### src/rtl/cds_pkg.sv
`timescale 1ns / 1ps
`default_nettype none

package cds_pkg;

   // Widths of the shared datapath.
   localparam int WIDE_W     = 48;
   localparam int HALF_W     = 24;
   localparam int ACC_W      = 96;
   localparam int DIV_NUM_W  = 64;
   localparam int DIV_DEN_W  = 52;
   localparam int QUOT_W     = 32;
   localparam int DATA_W     = 32;

   // Constants held with 32 fraction bits.
   localparam logic [63:0] TWO_LN2_Q32 = 64'd5954088944;
   localparam logic [63:0] K048_Q32    = 64'd2061584302;
   localparam logic [63:0] K0235_Q32   = 64'd1009317315;

   localparam logic signed [WIDE_W-1:0] WIDE_MAX = 48'sh7FFF_FFFF_FFFF;
   localparam logic signed [WIDE_W-1:0] WIDE_MIN = 48'sh8000_0000_0000;

   typedef struct packed {
      logic                     start;
      logic signed [WIDE_W-1:0] a;
      logic signed [WIDE_W-1:0] b;
   } mul_req_type;

   typedef struct packed {
      logic                     done;
      logic signed [WIDE_W-1:0] res;
   } mul_rsp_type;

   typedef struct packed {
      logic                 start;
      logic [DIV_NUM_W-1:0] dividend;
      logic [DIV_DEN_W-1:0] divisor;
   } div_req_type;

   typedef struct packed {
      logic              done;
      logic [QUOT_W-1:0] quot;
   } div_rsp_type;

   function automatic logic signed [WIDE_W-1:0] sat_wide(input logic signed [WIDE_W:0] s);
      logic signed [WIDE_W-1:0] r;
      if (s[WIDE_W] != s[WIDE_W-1]) begin
         r = s[WIDE_W] ? WIDE_MIN : WIDE_MAX;
      end else begin
         r = s[WIDE_W-1:0];
      end
      return r;
   endfunction

   function automatic logic signed [WIDE_W-1:0] sat_add(input logic signed [WIDE_W-1:0] a,
                                                        input logic signed [WIDE_W-1:0] b);
      logic signed [WIDE_W:0] s;
      s = (WIDE_W+1)'(a) + (WIDE_W+1)'(b);
      return sat_wide(s);
   endfunction

   function automatic logic signed [WIDE_W-1:0] sat_sub(input logic signed [WIDE_W-1:0] a,
                                                        input logic signed [WIDE_W-1:0] b);
      logic signed [WIDE_W:0] s;
      s = (WIDE_W+1)'(a) - (WIDE_W+1)'(b);
      return sat_wide(s);
   endfunction

   function automatic logic signed [DATA_W-1:0] sat32(input logic signed [WIDE_W:0] s);
      logic [WIDE_W-DATA_W+1:0] hi;
      logic signed [DATA_W-1:0] r;
      hi = s[WIDE_W:DATA_W-1];
      if (hi == '0 || hi == '1) begin
         r = s[DATA_W-1:0];
      end else if (s[WIDE_W]) begin
         r = 32'sh8000_0000;
      end else begin
         r = 32'sh7FFF_FFFF;
      end
      return r;
   endfunction

endpackage

`default_nettype wire

### src/rtl/cds_req_if.sv
`timescale 1ns / 1ps
`default_nettype none

interface cds_req_if;
   logic               valid;
   logic               ready;
   logic signed [31:0] target;
   logic [19:0]        time_step;

   modport source (output valid, output target, output time_step, input ready);
   modport sink (input valid, input target, input time_step, output ready);
endinterface

`default_nettype wire

### src/rtl/cds_rsp_if.sv
`timescale 1ns / 1ps
`default_nettype none

interface cds_rsp_if;
   logic               valid;
   logic               ready;
   logic signed [31:0] new_position;
   logic signed [31:0] new_velocity;

   modport source (output valid, output new_position, output new_velocity, input ready);
   modport sink (input valid, input new_position, input new_velocity, output ready);
endinterface

`default_nettype wire

### src/rtl/cds_mul.sv
`timescale 1ns / 1ps
`default_nettype none

// Signed 48 by 48 fixed-point multiply on one 24 by 24 multiplier, four partial
// products, rounded to nearest (ties away from zero) and saturated.
module cds_mul
   import cds_pkg::*;
#(
   parameter int FRAC_BITS = 16
) (
   input  wire         clock,
   input  wire         reset,
   input  mul_req_type req,
   output mul_rsp_type rsp
);

   localparam logic [ACC_W-1:0] RND = ACC_W'(1) << (FRAC_BITS - 1);
   localparam logic [ACC_W-1:0] BIG = ACC_W'(1) << (WIDE_W - 1);

   logic              busy_ff, fin_ff, done_ff;
   logic [1:0]        cnt_ff;
   logic [WIDE_W-1:0] ma_ff, mb_ff, ma_in, mb_in;
   logic              neg_ff;
   logic [ACC_W-1:0]  acc_ff, acc_in;
   logic signed [WIDE_W-1:0] res_ff, res_in;

   logic [HALF_W-1:0] a_half, b_half;
   logic [WIDE_W-1:0] pp;
   logic [ACC_W-1:0]  pp_sh, mag_full;
   logic [WIDE_W-1:0] mag;

   assign ma_in = req.a[WIDE_W-1] ? WIDE_W'(-req.a) : WIDE_W'(req.a);
   assign mb_in = req.b[WIDE_W-1] ? WIDE_W'(-req.b) : WIDE_W'(req.b);

   always_comb begin
      a_half = cnt_ff[0] ? ma_ff[WIDE_W-1:HALF_W] : ma_ff[HALF_W-1:0];
      b_half = cnt_ff[1] ? mb_ff[WIDE_W-1:HALF_W] : mb_ff[HALF_W-1:0];
      pp     = a_half * b_half;
      unique case (cnt_ff)
         2'd0:    pp_sh = ACC_W'(pp);
         2'd3:    pp_sh = ACC_W'(pp) << (2 * HALF_W);
         default: pp_sh = ACC_W'(pp) << HALF_W;
      endcase
      acc_in = acc_ff + pp_sh;
   end

   always_comb begin
      mag_full = acc_ff >> FRAC_BITS;
      mag      = (mag_full > BIG) ? WIDE_W'(BIG) : mag_full[WIDE_W-1:0];
      if (neg_ff) begin
         res_in = -$signed(mag);
      end else if (mag[WIDE_W-1]) begin
         res_in = WIDE_MAX;
      end else begin
         res_in = $signed(mag);
      end
   end

   always_ff @(posedge clock) begin
      if (reset) begin
         busy_ff <= 1'b0;
         fin_ff  <= 1'b0;
         done_ff <= 1'b0;
         cnt_ff  <= 2'd0;
      end else begin
         done_ff <= fin_ff;
         fin_ff  <= busy_ff && (cnt_ff == 2'd3);
         if (req.start) begin
            busy_ff <= 1'b1;
            cnt_ff  <= 2'd0;
         end else if (busy_ff) begin
            cnt_ff <= cnt_ff + 2'd1;
            if (cnt_ff == 2'd3) begin
               busy_ff <= 1'b0;
            end
         end
      end
   end

   always_ff @(posedge clock) begin
      if (req.start) begin
         ma_ff  <= ma_in;
         mb_ff  <= mb_in;
         neg_ff <= req.a[WIDE_W-1] ^ req.b[WIDE_W-1];
         acc_ff <= RND;
      end else if (busy_ff) begin
         acc_ff <= acc_in;
      end
      if (fin_ff) begin
         res_ff <= res_in;
      end
   end

   assign rsp.done = done_ff;
   assign rsp.res  = res_ff;

endmodule

`default_nettype wire

### src/rtl/cds_div.sv
`timescale 1ns / 1ps
`default_nettype none

// Unsigned restoring divider, one quotient bit per cycle, 32 quotient bits.
// A quotient that would not fit in 32 bits comes back as all ones.
module cds_div
   import cds_pkg::*;
(
   input  wire         clock,
   input  wire         reset,
   input  div_req_type req,
   output div_rsp_type rsp
);

   logic                 busy_ff, done_ff;
   logic [4:0]           cnt_ff;
   logic [DIV_DEN_W-1:0] rem_ff, rem_in, dvs_ff;
   logic [QUOT_W-1:0]    quo_ff, quo_in;
   logic [DIV_DEN_W:0]   trial;
   logic                 ge;
   logic [DIV_DEN_W-1:0] hi_ext;
   logic                 sat;

   assign hi_ext = DIV_DEN_W'(req.dividend[DIV_NUM_W-1:QUOT_W]);
   assign sat    = (hi_ext >= req.divisor);

   always_comb begin
      trial  = {rem_ff, quo_ff[QUOT_W-1]};
      ge     = (trial >= {1'b0, dvs_ff});
      rem_in = ge ? DIV_DEN_W'(trial - {1'b0, dvs_ff}) : trial[DIV_DEN_W-1:0];
      quo_in = {quo_ff[QUOT_W-2:0], ge};
   end

   always_ff @(posedge clock) begin
      if (reset) begin
         busy_ff <= 1'b0;
         done_ff <= 1'b0;
         cnt_ff  <= 5'd0;
      end else begin
         done_ff <= 1'b0;
         if (req.start) begin
            busy_ff <= !sat;
            done_ff <= sat;
            cnt_ff  <= 5'd0;
         end else if (busy_ff) begin
            cnt_ff <= cnt_ff + 5'd1;
            if (cnt_ff == 5'd31) begin
               busy_ff <= 1'b0;
               done_ff <= 1'b1;
            end
         end
      end
   end

   always_ff @(posedge clock) begin
      if (req.start) begin
         dvs_ff <= req.divisor;
         rem_ff <= hi_ext;
         quo_ff <= sat ? '1 : req.dividend[QUOT_W-1:0];
      end else if (busy_ff) begin
         rem_ff <= rem_in;
         quo_ff <= quo_in;
      end
   end

   assign rsp.done = done_ff;
   assign rsp.quot = quo_ff;

endmodule

`default_nettype wire

### src/rtl/critically_damped_spring_top.sv
`timescale 1ns / 1ps
`default_nettype none

// Critically damped spring smoother. Each request beat carries a target and a time
// step; the block moves its kept position and velocity one step of a critically
// damped spring toward the target and returns the new position and velocity as one
// response beat, all in signed fixed point with FRAC_BITS fraction bits, saturated to
// 32 bits. The spring half-life sits in the register at byte address 0 (reset 1.0).
// A sequencer runs the update on one shared 24 by 24 multiplier for the 48-bit
// products and one shared bit-serial divider. Eleven products and one division make
// up each item, and the next request beat is accepted once the response has moved
// to its register. The damping factor needs a second division, done only for the
// first item after reset or after a half-life write, and cut short when that
// quotient saturates. The request side is ready only while the sequencer is idle.
// A finished response waits in its own register, so the next item can be accepted
// and worked on while the previous response is not yet taken.
module critically_damped_spring_top
   import cds_pkg::*;
#(
   parameter int FRAC_BITS = 16
) (
   input  wire         clock,
   input  wire         reset,
   cds_req_if.sink     req_bus,
   cds_rsp_if.source   rsp_bus,
   input  wire         psel,
   input  wire         penable,
   input  wire         pwrite,
   input  wire  [2:0]  paddr,
   input  wire  [31:0] pwdata,
   output logic [31:0] prdata,
   output logic        pready
);

   localparam logic REG_HALF_LIFE = 1'b0;

   localparam int NUM_SH = (2 * FRAC_BITS >= 32) ? 2 * FRAC_BITS - 32 : 0;
   localparam int DEN_SH = (2 * FRAC_BITS >= 32) ? 0 : 32 - 2 * FRAC_BITS;
   localparam logic [63:0] Y_NUM  = TWO_LN2_Q32 << NUM_SH;
   localparam logic [63:0] E_NUM  = 64'd1 << (2 * FRAC_BITS);
   localparam logic [63:0] K48_Q  = (K048_Q32 + (64'd1 << (31 - FRAC_BITS)))
                                    >> (32 - FRAC_BITS);
   localparam logic [63:0] K235_Q = (K0235_Q32 + (64'd1 << (31 - FRAC_BITS)))
                                    >> (32 - FRAC_BITS);
   localparam logic [WIDE_W-1:0] ONE_Q = WIDE_W'(1) << FRAC_BITS;

   typedef enum logic [1:0] {
      S_IDLE,
      S_ISSUE,
      S_WAIT,
      S_OUT
   } state_type;

   // One entry per use of a shared unit, in the order the update needs them.
   typedef enum logic [3:0] {
      STEP_YDIV,
      STEP_J1,
      STEP_U,
      STEP_U2,
      STEP_U3,
      STEP_D2,
      STEP_D3,
      STEP_EDIV,
      STEP_PX,
      STEP_W,
      STEP_PV,
      STEP_NX,
      STEP_NV
   } step_type;

   state_type state_ff;
   step_type  step_ff;

   logic [31:0]              half_life_ff;
   logic                     y_ok_ff;
   logic [31:0]              y_ff;
   logic signed [31:0]       pos_ff, vel_ff, goal_ff;
   logic [19:0]              dt_ff;
   logic signed [32:0]       j0_ff;
   logic signed [WIDE_W-1:0] j1_ff, u_ff, u2_ff, u3_ff, d_ff, px_ff, w_ff, pv_ff;
   logic [31:0]              e_ff;
   logic signed [31:0]       nx_ff, nv_ff;
   logic                     rsp_valid_ff;
   logic signed [31:0]       rsp_pos_ff, rsp_vel_ff;

   mul_req_type mul_req;
   mul_rsp_type mul_rsp;
   div_req_type div_req;
   div_rsp_type div_rsp;

   logic                     step_is_div;
   logic                     unit_done;
   logic                     cfg_write;
   logic                     rsp_load;
   logic [63:0]              y_den, d_u;
   logic signed [WIDE_W-1:0] y_w, dt_w, j0_w, vel_w, m;

   cds_mul #(.FRAC_BITS(FRAC_BITS)) u_mul (
      .clock (clock),
      .reset (reset),
      .req   (mul_req),
      .rsp   (mul_rsp)
   );

   cds_div u_div (
      .clock (clock),
      .reset (reset),
      .req   (div_req),
      .rsp   (div_rsp)
   );

   // Register port: one half-life register, always ready, read back as written.
   assign pready    = 1'b1;
   assign cfg_write = psel && penable && pwrite && (paddr[2] == REG_HALF_LIFE);
   assign prdata    = (paddr[2] == REG_HALF_LIFE) ? half_life_ff : 32'd0;

   assign req_bus.ready        = (state_ff == S_IDLE);
   assign rsp_bus.valid        = rsp_valid_ff;
   assign rsp_bus.new_position = rsp_pos_ff;
   assign rsp_bus.new_velocity = rsp_vel_ff;

   // The finished result moves to the response register once that is free or
   // its beat is taken at this edge.
   assign rsp_load = (state_ff == S_OUT) && (!rsp_valid_ff || rsp_bus.ready);

   // Operands widened to the 48-bit working format.
   assign y_w   = WIDE_W'(y_ff);
   assign dt_w  = WIDE_W'(dt_ff);
   assign j0_w  = WIDE_W'(j0_ff);
   assign vel_w = WIDE_W'(vel_ff);
   assign m     = mul_rsp.res;

   // Damping divides 2*ln2 by the half-life plus one LSB, rounded to nearest.
   // The decay factor divides one by the rational denominator, also rounded.
   assign y_den = (64'(half_life_ff) + 64'd1) << DEN_SH;
   assign d_u   = 64'($unsigned(d_ff));

   assign step_is_div = (step_ff == STEP_YDIV) || (step_ff == STEP_EDIV);
   assign unit_done   = step_is_div ? div_rsp.done : mul_rsp.done;

   always_comb begin
      mul_req = '0;
      div_req = '0;
      unique case (step_ff)
         STEP_YDIV: begin
            div_req.dividend = Y_NUM + (y_den >> 1);
            div_req.divisor  = y_den[DIV_DEN_W-1:0];
         end
         STEP_EDIV: begin
            div_req.dividend = E_NUM + (d_u >> 1);
            div_req.divisor  = d_u[DIV_DEN_W-1:0];
         end
         STEP_J1: begin
            mul_req.a = j0_w;
            mul_req.b = y_w;
         end
         STEP_U: begin
            mul_req.a = y_w;
            mul_req.b = dt_w;
         end
         STEP_U2: begin
            mul_req.a = u_ff;
            mul_req.b = u_ff;
         end
         STEP_U3: begin
            mul_req.a = u2_ff;
            mul_req.b = u_ff;
         end
         STEP_D2: begin
            mul_req.a = WIDE_W'(K48_Q);
            mul_req.b = u2_ff;
         end
         STEP_D3: begin
            mul_req.a = WIDE_W'(K235_Q);
            mul_req.b = u3_ff;
         end
         STEP_PX: begin
            mul_req.a = j1_ff;
            mul_req.b = dt_w;
         end
         STEP_W: begin
            mul_req.a = j1_ff;
            mul_req.b = y_w;
         end
         STEP_PV: begin
            mul_req.a = w_ff;
            mul_req.b = dt_w;
         end
         STEP_NX: begin
            mul_req.a = WIDE_W'(e_ff);
            mul_req.b = px_ff;
         end
         STEP_NV: begin
            mul_req.a = WIDE_W'(e_ff);
            mul_req.b = pv_ff;
         end
         default: begin
            mul_req.a = '0;
         end
      endcase
      mul_req.start = (state_ff == S_ISSUE) && !step_is_div;
      div_req.start = (state_ff == S_ISSUE) && step_is_div;
   end

   always_ff @(posedge clock) begin
      if (reset) begin
         state_ff     <= S_IDLE;
         step_ff      <= STEP_YDIV;
         half_life_ff <= 32'h0001_0000;
         y_ok_ff      <= 1'b0;
         pos_ff       <= '0;
         vel_ff       <= '0;
         rsp_valid_ff <= 1'b0;
      end else begin
         if (rsp_load) begin
            rsp_valid_ff <= 1'b1;
         end else if (rsp_bus.ready) begin
            rsp_valid_ff <= 1'b0;
         end

         unique case (state_ff)
            S_IDLE: begin
               if (req_bus.valid) begin
                  goal_ff  <= req_bus.target;
                  dt_ff    <= req_bus.time_step;
                  j0_ff    <= 33'(pos_ff) - 33'(req_bus.target);
                  step_ff  <= y_ok_ff ? STEP_J1 : STEP_YDIV;
                  state_ff <= S_ISSUE;
               end
            end
            S_ISSUE: begin
               state_ff <= S_WAIT;
            end
            S_WAIT: begin
               if (unit_done) begin
                  // The last product ends the sequence; every other step issues the next.
                  if (step_ff == STEP_NV) begin
                     state_ff <= S_OUT;
                  end else begin
                     state_ff <= S_ISSUE;
                  end
                  unique case (step_ff)
                     STEP_YDIV: begin
                        y_ff    <= div_rsp.quot;
                        y_ok_ff <= 1'b1;
                        step_ff <= STEP_J1;
                     end
                     STEP_J1: begin
                        j1_ff   <= sat_add(vel_w, m);
                        step_ff <= STEP_U;
                     end
                     STEP_U: begin
                        u_ff    <= m;
                        step_ff <= STEP_U2;
                     end
                     STEP_U2: begin
                        u2_ff   <= m;
                        step_ff <= STEP_U3;
                     end
                     STEP_U3: begin
                        u3_ff   <= m;
                        step_ff <= STEP_D2;
                     end
                     STEP_D2: begin
                        d_ff    <= sat_add(sat_add(ONE_Q, u_ff), m);
                        step_ff <= STEP_D3;
                     end
                     STEP_D3: begin
                        d_ff    <= sat_add(d_ff, m);
                        step_ff <= STEP_EDIV;
                     end
                     STEP_EDIV: begin
                        e_ff    <= div_rsp.quot;
                        step_ff <= STEP_PX;
                     end
                     STEP_PX: begin
                        px_ff   <= sat_add(j0_w, m);
                        step_ff <= STEP_W;
                     end
                     STEP_W: begin
                        w_ff    <= m;
                        step_ff <= STEP_PV;
                     end
                     STEP_PV: begin
                        pv_ff   <= sat_sub(vel_w, m);
                        step_ff <= STEP_NX;
                     end
                     STEP_NX: begin
                        nx_ff   <= sat32((WIDE_W+1)'(m) + (WIDE_W+1)'(goal_ff));
                        step_ff <= STEP_NV;
                     end
                     STEP_NV: begin
                        nv_ff   <= sat32((WIDE_W+1)'(m));
                     end
                     default: begin
                        step_ff <= STEP_YDIV;
                     end
                  endcase
               end
            end
            S_OUT: begin
               if (rsp_load) begin
                  rsp_pos_ff <= nx_ff;
                  rsp_vel_ff <= nv_ff;
                  pos_ff     <= nx_ff;
                  vel_ff     <= nv_ff;
                  state_ff   <= S_IDLE;
               end
            end
            default: begin
               state_ff <= S_IDLE;
            end
         endcase

         // A new half-life invalidates the cached damping factor.
         if (cfg_write) begin
            half_life_ff <= pwdata;
            y_ok_ff      <= 1'b0;
         end
      end
   end

endmodule

`default_nettype wire

### src/flat_wrapper.sv
// flat-port wrapper written by rule: the top's interface ports become plain ports
module critically_damped_spring_top_flat import cds_pkg::*;
#(
   parameter int FRAC_BITS = 16
)
  (clock, reset, psel, penable, pwrite, paddr, pwdata, prdata, pready, req_bus_valid, req_bus_target, req_bus_time_step, req_bus_ready, rsp_bus_valid, rsp_bus_new_position, rsp_bus_new_velocity, rsp_bus_ready);
  cds_req_if req_bus_i ();
  cds_rsp_if rsp_bus_i ();
  input  wire clock;
  input  wire reset;
  input  wire psel;
  input  wire penable;
  input  wire pwrite;
  input  wire  [2:0] paddr;
  input  wire  [31:0] pwdata;
  output logic [31:0] prdata;
  output logic pready;
  input wire logic [$bits(req_bus_i.valid)-1:0] req_bus_valid;
  input wire logic [$bits(req_bus_i.target)-1:0] req_bus_target;
  input wire logic [$bits(req_bus_i.time_step)-1:0] req_bus_time_step;
  output wire logic [$bits(req_bus_i.ready)-1:0] req_bus_ready;
  output wire logic [$bits(rsp_bus_i.valid)-1:0] rsp_bus_valid;
  output wire logic [$bits(rsp_bus_i.new_position)-1:0] rsp_bus_new_position;
  output wire logic [$bits(rsp_bus_i.new_velocity)-1:0] rsp_bus_new_velocity;
  input wire logic [$bits(rsp_bus_i.ready)-1:0] rsp_bus_ready;
  assign req_bus_i.valid = req_bus_valid;
  assign req_bus_i.target = req_bus_target;
  assign req_bus_i.time_step = req_bus_time_step;
  assign req_bus_ready = req_bus_i.ready;
  assign rsp_bus_valid = rsp_bus_i.valid;
  assign rsp_bus_new_position = rsp_bus_i.new_position;
  assign rsp_bus_new_velocity = rsp_bus_i.new_velocity;
  assign rsp_bus_i.ready = rsp_bus_ready;
  critically_damped_spring_top #(.FRAC_BITS(FRAC_BITS)) u_core (.clock(clock), .reset(reset), .req_bus(req_bus_i), .rsp_bus(rsp_bus_i), .psel(psel), .penable(penable), .pwrite(pwrite), .paddr(paddr), .pwdata(pwdata), .prdata(prdata), .pready(pready));
endmodule
### config.mk
export PLATFORM = sky130hd
export DESIGN_NAME = critically_damped_spring_top_flat
export DESIGN_NICKNAME = d
export VERILOG_FILES = /design/src/rtl/cds_pkg.sv /design/src/rtl/cds_req_if.sv /design/src/rtl/cds_rsp_if.sv /design/src/rtl/cds_mul.sv /design/src/rtl/cds_div.sv /design/src/rtl/critically_damped_spring_top.sv /design/src/flat_wrapper.sv
export SDC_FILE = /design/constraint.sdc
export NUM_CORES = 2
export LEC_CHECK = 0
export BUFFER_PORTS_ARGS = -buffer_cell sky130_fd_sc_hd__buf_2
export CAP_MARGIN = 20
export CORE_MARGIN = 2
export CORE_UTILIZATION = 30
export DETAILED_ROUTE_END_ITERATION = 8
export PLACE_DENSITY_LB_ADDON = 0.2
export SLEW_MARGIN = 0
export SYNTH_ARGS = -nofsm -noshare
export SYNTH_HDL_FRONTEND = slang
export SYNTH_SLANG_ARGS = --single-unit
### constraint.sdc
create_clock -name clock -period 33.7 [get_ports clock]
set_input_delay 6.74 -clock clock [delete_from_list [all_inputs] [get_ports clock]]
set_output_delay 6.74 -clock clock [all_outputs]
set_load 0.1 [all_outputs]
Word level (Yosys, flattened, before mapping) --
Index checks and enable logic that the tools add are counted.
Word-level totals: register bits after elaboration 1154, bits of input ports 94, word-level logic and storage cells 206
Operators by class: bitwise gates (word level) 3, reductions and logical operators 49, $mul 1, add/subtract/negate cells 18, mux-type cells 61, order comparisons 3, eq/ne operators 29
Operator list (number):
- $mux W48 | 18
- $pmux W48 S9 | 1
- $pmux W48 S7 | 1
- $mux W32 | 10
- $pmux W116 S2 | 1
- $pmux W96 S2 | 1
- $neg A48 Y48 | 3
- $mux W47 | 3
- $add A48 B48 Y49 | 2
- $add A96 B96 Y96 | 1
- $pmux W48 S2 | 1
- $gt A80 B48 Y1 const B | 1
- $add A33 B63 Y64 const A | 1
- $ge A53 B52 Y1 | 1
- $ge A32 B52 Y1 | 1
- $mux W52 | 1
- $pmux W4 S13 | 1
- $reduce_and A4 Y1 | 13
- $sub A52 B52 Y52 | 1
- $add A18 B48 Y49 const A | 1
- $add A32 B48 Y49 | 1
- $add A33 B48 Y49 | 1
- $add A48 B32 Y49 | 1
- $sub A32 B48 Y49 | 1
- other kinds (36) | 97

Logic depth before layout (Yosys ltp) --
word-level depth 11, gate-level depth with buffers 48

By module --
A second synthesis with hierarchy kept.
Unflattened totals: cell total of the unflattened synthesis 10627, area total of the unflattened synthesis 97228.2 um^2
Modules (own cells, without submodules):
- critically_damped_spring_top | area an instance 50319.5 um^2, times used 1, sequential area each 21931.0 um^2, cells an instance 5309
- cds_mul | area an instance 37059.3 um^2, times used 1, sequential area each 6376.1 um^2, cells an instance 4294
- cds_div | area an instance 9849.4 um^2, times used 1, sequential area each 4023.9 um^2, cells an instance 1024

Worst setup path before layout --
OpenSTA, ideal clock, no wires.
path type in2reg, from input port reset, to register u_core.dt_ff[0] (enable), path buffers 2, setup time 0.767 ns, data arrival time 15.872 ns, stages 3, path slack 17.061 ns, path through clkbuf_1 > clkbuf_1 > nor4b_1
On the way: cells in the longest elaborated chain, start to end 2
RTL lines:
- start, declared | line flat_wrapper.sv:10 | input wire reset;
- $not A1 Y1 (no source line)
- $reduce_and A3 Y1 (no source line)
- end signal, assigned | line critically_damped_spring_top.sv:225 | dt_ff <= req_bus.time_step;
- end, declared | line critically_damped_spring_top.sv:78 | logic [19:0] dt_ff;
No other way between the ends. A chain may end at the register's enable or synchronous reset.

Final worst setup path --
from input port paddr[2], to output port prdata[13]
On the way: cells in the longest elaborated chain, start to end 1
RTL lines:
- start, declared | line flat_wrapper.sv:14 | input wire [2:0] paddr;
- $mux W32 | line critically_damped_spring_top.sv:115 | assign prdata = (paddr[2] == REG_HALF_LIFE) ? half_life_ff : 32'd0;
- end, declared | line flat_wrapper.sv:16 | output logic [31:0] prdata;
No other way between the ends.

==> run metrics <==
status completed; Max stage delay on crit path 450 ps; CTS tree done; Starting Density a little under a third; CP Launch Type input pin; IO Count between 150 and 200; Via density approximately 5.5; Worst-path clk slew around 60 ps; CP Cell Sequence buf_2 -> nor2b_1 -> buf_2; sequential fraction of the synthesis area between 30% and 40%; FMAX ~69 MHz; Post-Synthesis Cell Area 95700 um2; drt initial violations about 7800; async set or reset register ratio after synthesis 0%; Slew HR 5.58%; Syn Area/Cell about 9 um2; worst min path class reg2reg; H-tree depth 4; Reg2Reg Launch Point u_core.u_mul.cnt_ff[0]; critical path's top delay family buffers and inverters; cts-stage hold buffer count 0; I/O Buffers approximately 190; hpwl dp roughly 290 mm; top cells by area, synth edfxtp_1, fa_1, ha_1; Final Max Slew Viols 0; Die H roughly 570 um; Worst R2R Setup Slack roughly 20000 ps; skew final around 92 ps; Final Hold Fails 0; RSZ-0062 raised after global routing false; pin count of the biggest net entering global routing slightly above 100; max-cap violations 0; Routed Antenna Nets 0; Worst path slowest cell buf_2; Critical R2R Capture u_core.u_mul.acc_ff[89]; post-synth top area share 28.8%; syn nets around 12000; Longest Clk Path Bufs 4; postcts setup bufs 0; crit path max fanout 34; EDFF count, synth ~920; DRC viols 0; CTS Sinks 1150; hold slack between 400 and 500 ps; share of cells above drive strength 1 roughly 8%; latest clock arrival within the worst-skew pair between 800 and 900 ps; initial antenna violation count 12; Rows between 200 and 250; Setup TNS 0 ps; area delta synth->final 11.9%; final std cells w/o fill between 10000 and 15000; Worst R2R Path Depth 43; YS warnings 0; first-pass GRT wire length 536 mm; full die area ~320000 um2; number of global-route vias before repair 79400; Final Critical Period 14410 ps; CORE AREA approximately 320000 um2; CTS buffer count approximately 150; Worst Path Required 26960 ps; CP Class in2out; via count 81000; DP Cell Count 14500; Final GP Congestion just under 1; post-CTS sizing 0; flops & latches, synth ~1200; total grt overflow 0; hold path endpoint u_core.rsp_bus.new_position[11]; root buffer cell clkbuf_16; critical path arrival between 7000 and 8000 ps; nets@finish 11800; crit share post-route a little over two fifths; min-delay src u_core.nx_ff[11]; routed length per instance 24.9 um; Setup Viol. Count Final 0; worst slew pin tran between 1000 and 1500 ps; Syn Inst Count between 10000 and 15000; Main synth FF type edfxtp_1; Total Routing Usage GR ~22%; WHS Path Cells 0; area leader, netlist edfxtp_1; crit path capture type primary output; WP buf/inv 2; Netlist cell types 108; most used cell, CP buf_2; CP Depth 3; Die X approximately 570 um; TritonRoute pass-1 iters 8; Total Wirelength ~370 mm
-- worst max path at each step --
stage                                 from                      end  slack [ps]
global route        u_core.u_mul.cnt_ff[0]  u_core.u_mul.acc_ff[93]       19220
CTS                               paddr[2]               prdata[13]       19290
global placement                  paddr[2]               prdata[13]       19340
floorplan                            reset          u_core.dt_ff[0]       17060
finish                            paddr[2]               prdata[13]       19290
detailed placement                paddr[2]               prdata[13]       19290
-- per-layer routing --
layer,GRT usage [%],up-vias,share of wire (%)
met5,0,-,0.0033
li1,-,37100,-
met3,3.51,570,6.7
met1,29.8,40500,44
met4,7.84,2,4.0
met2,35.8,2827,46
-- cells in the final DEF, fill, tap and decap left out, types with 115 or more instances in the layout --
cell type,n
a21o_1,326
a21oi_1,984
a22oi_1,135
buf_2,190
buf_4,209
clkbuf_16,156
dfxtp_1,224
edfxtp_1,918
fa_1,491
ha_1,665
inv_1,924
mux2i_1,134
nand2_1,1087
nand3_1,177
nand4_1,115
nor2_1,886
nor2b_1,134
nor3_1,120
o21ai_0,480
xnor2_1,411
xor2_1,237
-- flip-flops by register name, summed over array words and instances, names as in the netlist, 33 cells and up --
name                 count
u_core.u_mul.res_ff     48
u_core.px_ff            48
u_core.u2_ff            48
u_core.u_ff             48
u_core.u3_ff            48
u_core.u_mul.mb_ff      48
u_core.u_mul.acc_ff     96
u_core.u_div.dvs_ff     48
u_core.d_ff             48
u_core.w_ff             48
u_core.u_div.rem_ff     52
u_core.j0_ff            33
u_core.j1_ff            48
u_core.u_mul.ma_ff      48
u_core.pv_ff            48
-- cell families after synthesis --
logic type                 count (synthesis)  synth area share [%]
muxes                                    195                  2.10
buffers and inverters                   1446                  5.77
DFF                                     1150                  33.7
xor gates and xnor gates                 649                  5.94
other                                      1               0.00392
and+or+nand+nor                         3053                  14.7
AOI/OAI and AO/OA                       2802                  18.7
adders and majority gates               1176                  19.2
-- Yosys cell counts (all sizes together) (102+ instances only) --
cell / instances
nand2: 1087
a21oi: 988
inv: 928
edfxtp: 918
nor2: 898
ha: 665
fa: 491
o21ai: 491
clkbuf: 430
xnor2: 412
a21o: 326
xor2: 237
dfxtp: 232
nand3: 178
mux2i: 150
nor2b: 142
a22oi: 135
nor3: 127
nand4: 115
and2: 111
o21bai: 102
-- stage by stage --
step | util (%) | cell area (um2) | setup WS [ps]
detailed placement | 32.1 | 102000 | 19290
global placement | 32.1 | 102000 | 19340
global route | 33.7 | 107000 | 19220
floorplan | - | 95700 | 17060
finish | 33.7 | 107000 | 19290
CTS | 33.7 | 107000 | 19290
-- final cells by class --
class	instances	area [um2]
Inverter	934	3510
Multi-Input combinational cell	7876	58300
Clock buffer	189	4180
Antenna cell	3	7.51
Fill cell	32900	210000
Clock inverter	83	940
Tap cell	4180	5230
Sequential cell	1150	32200
Timing Repair Buffer	406	2610
Power is not shown: default switching activity piles up to over one toggle a cycle in this logic, so the estimate is an artifact.
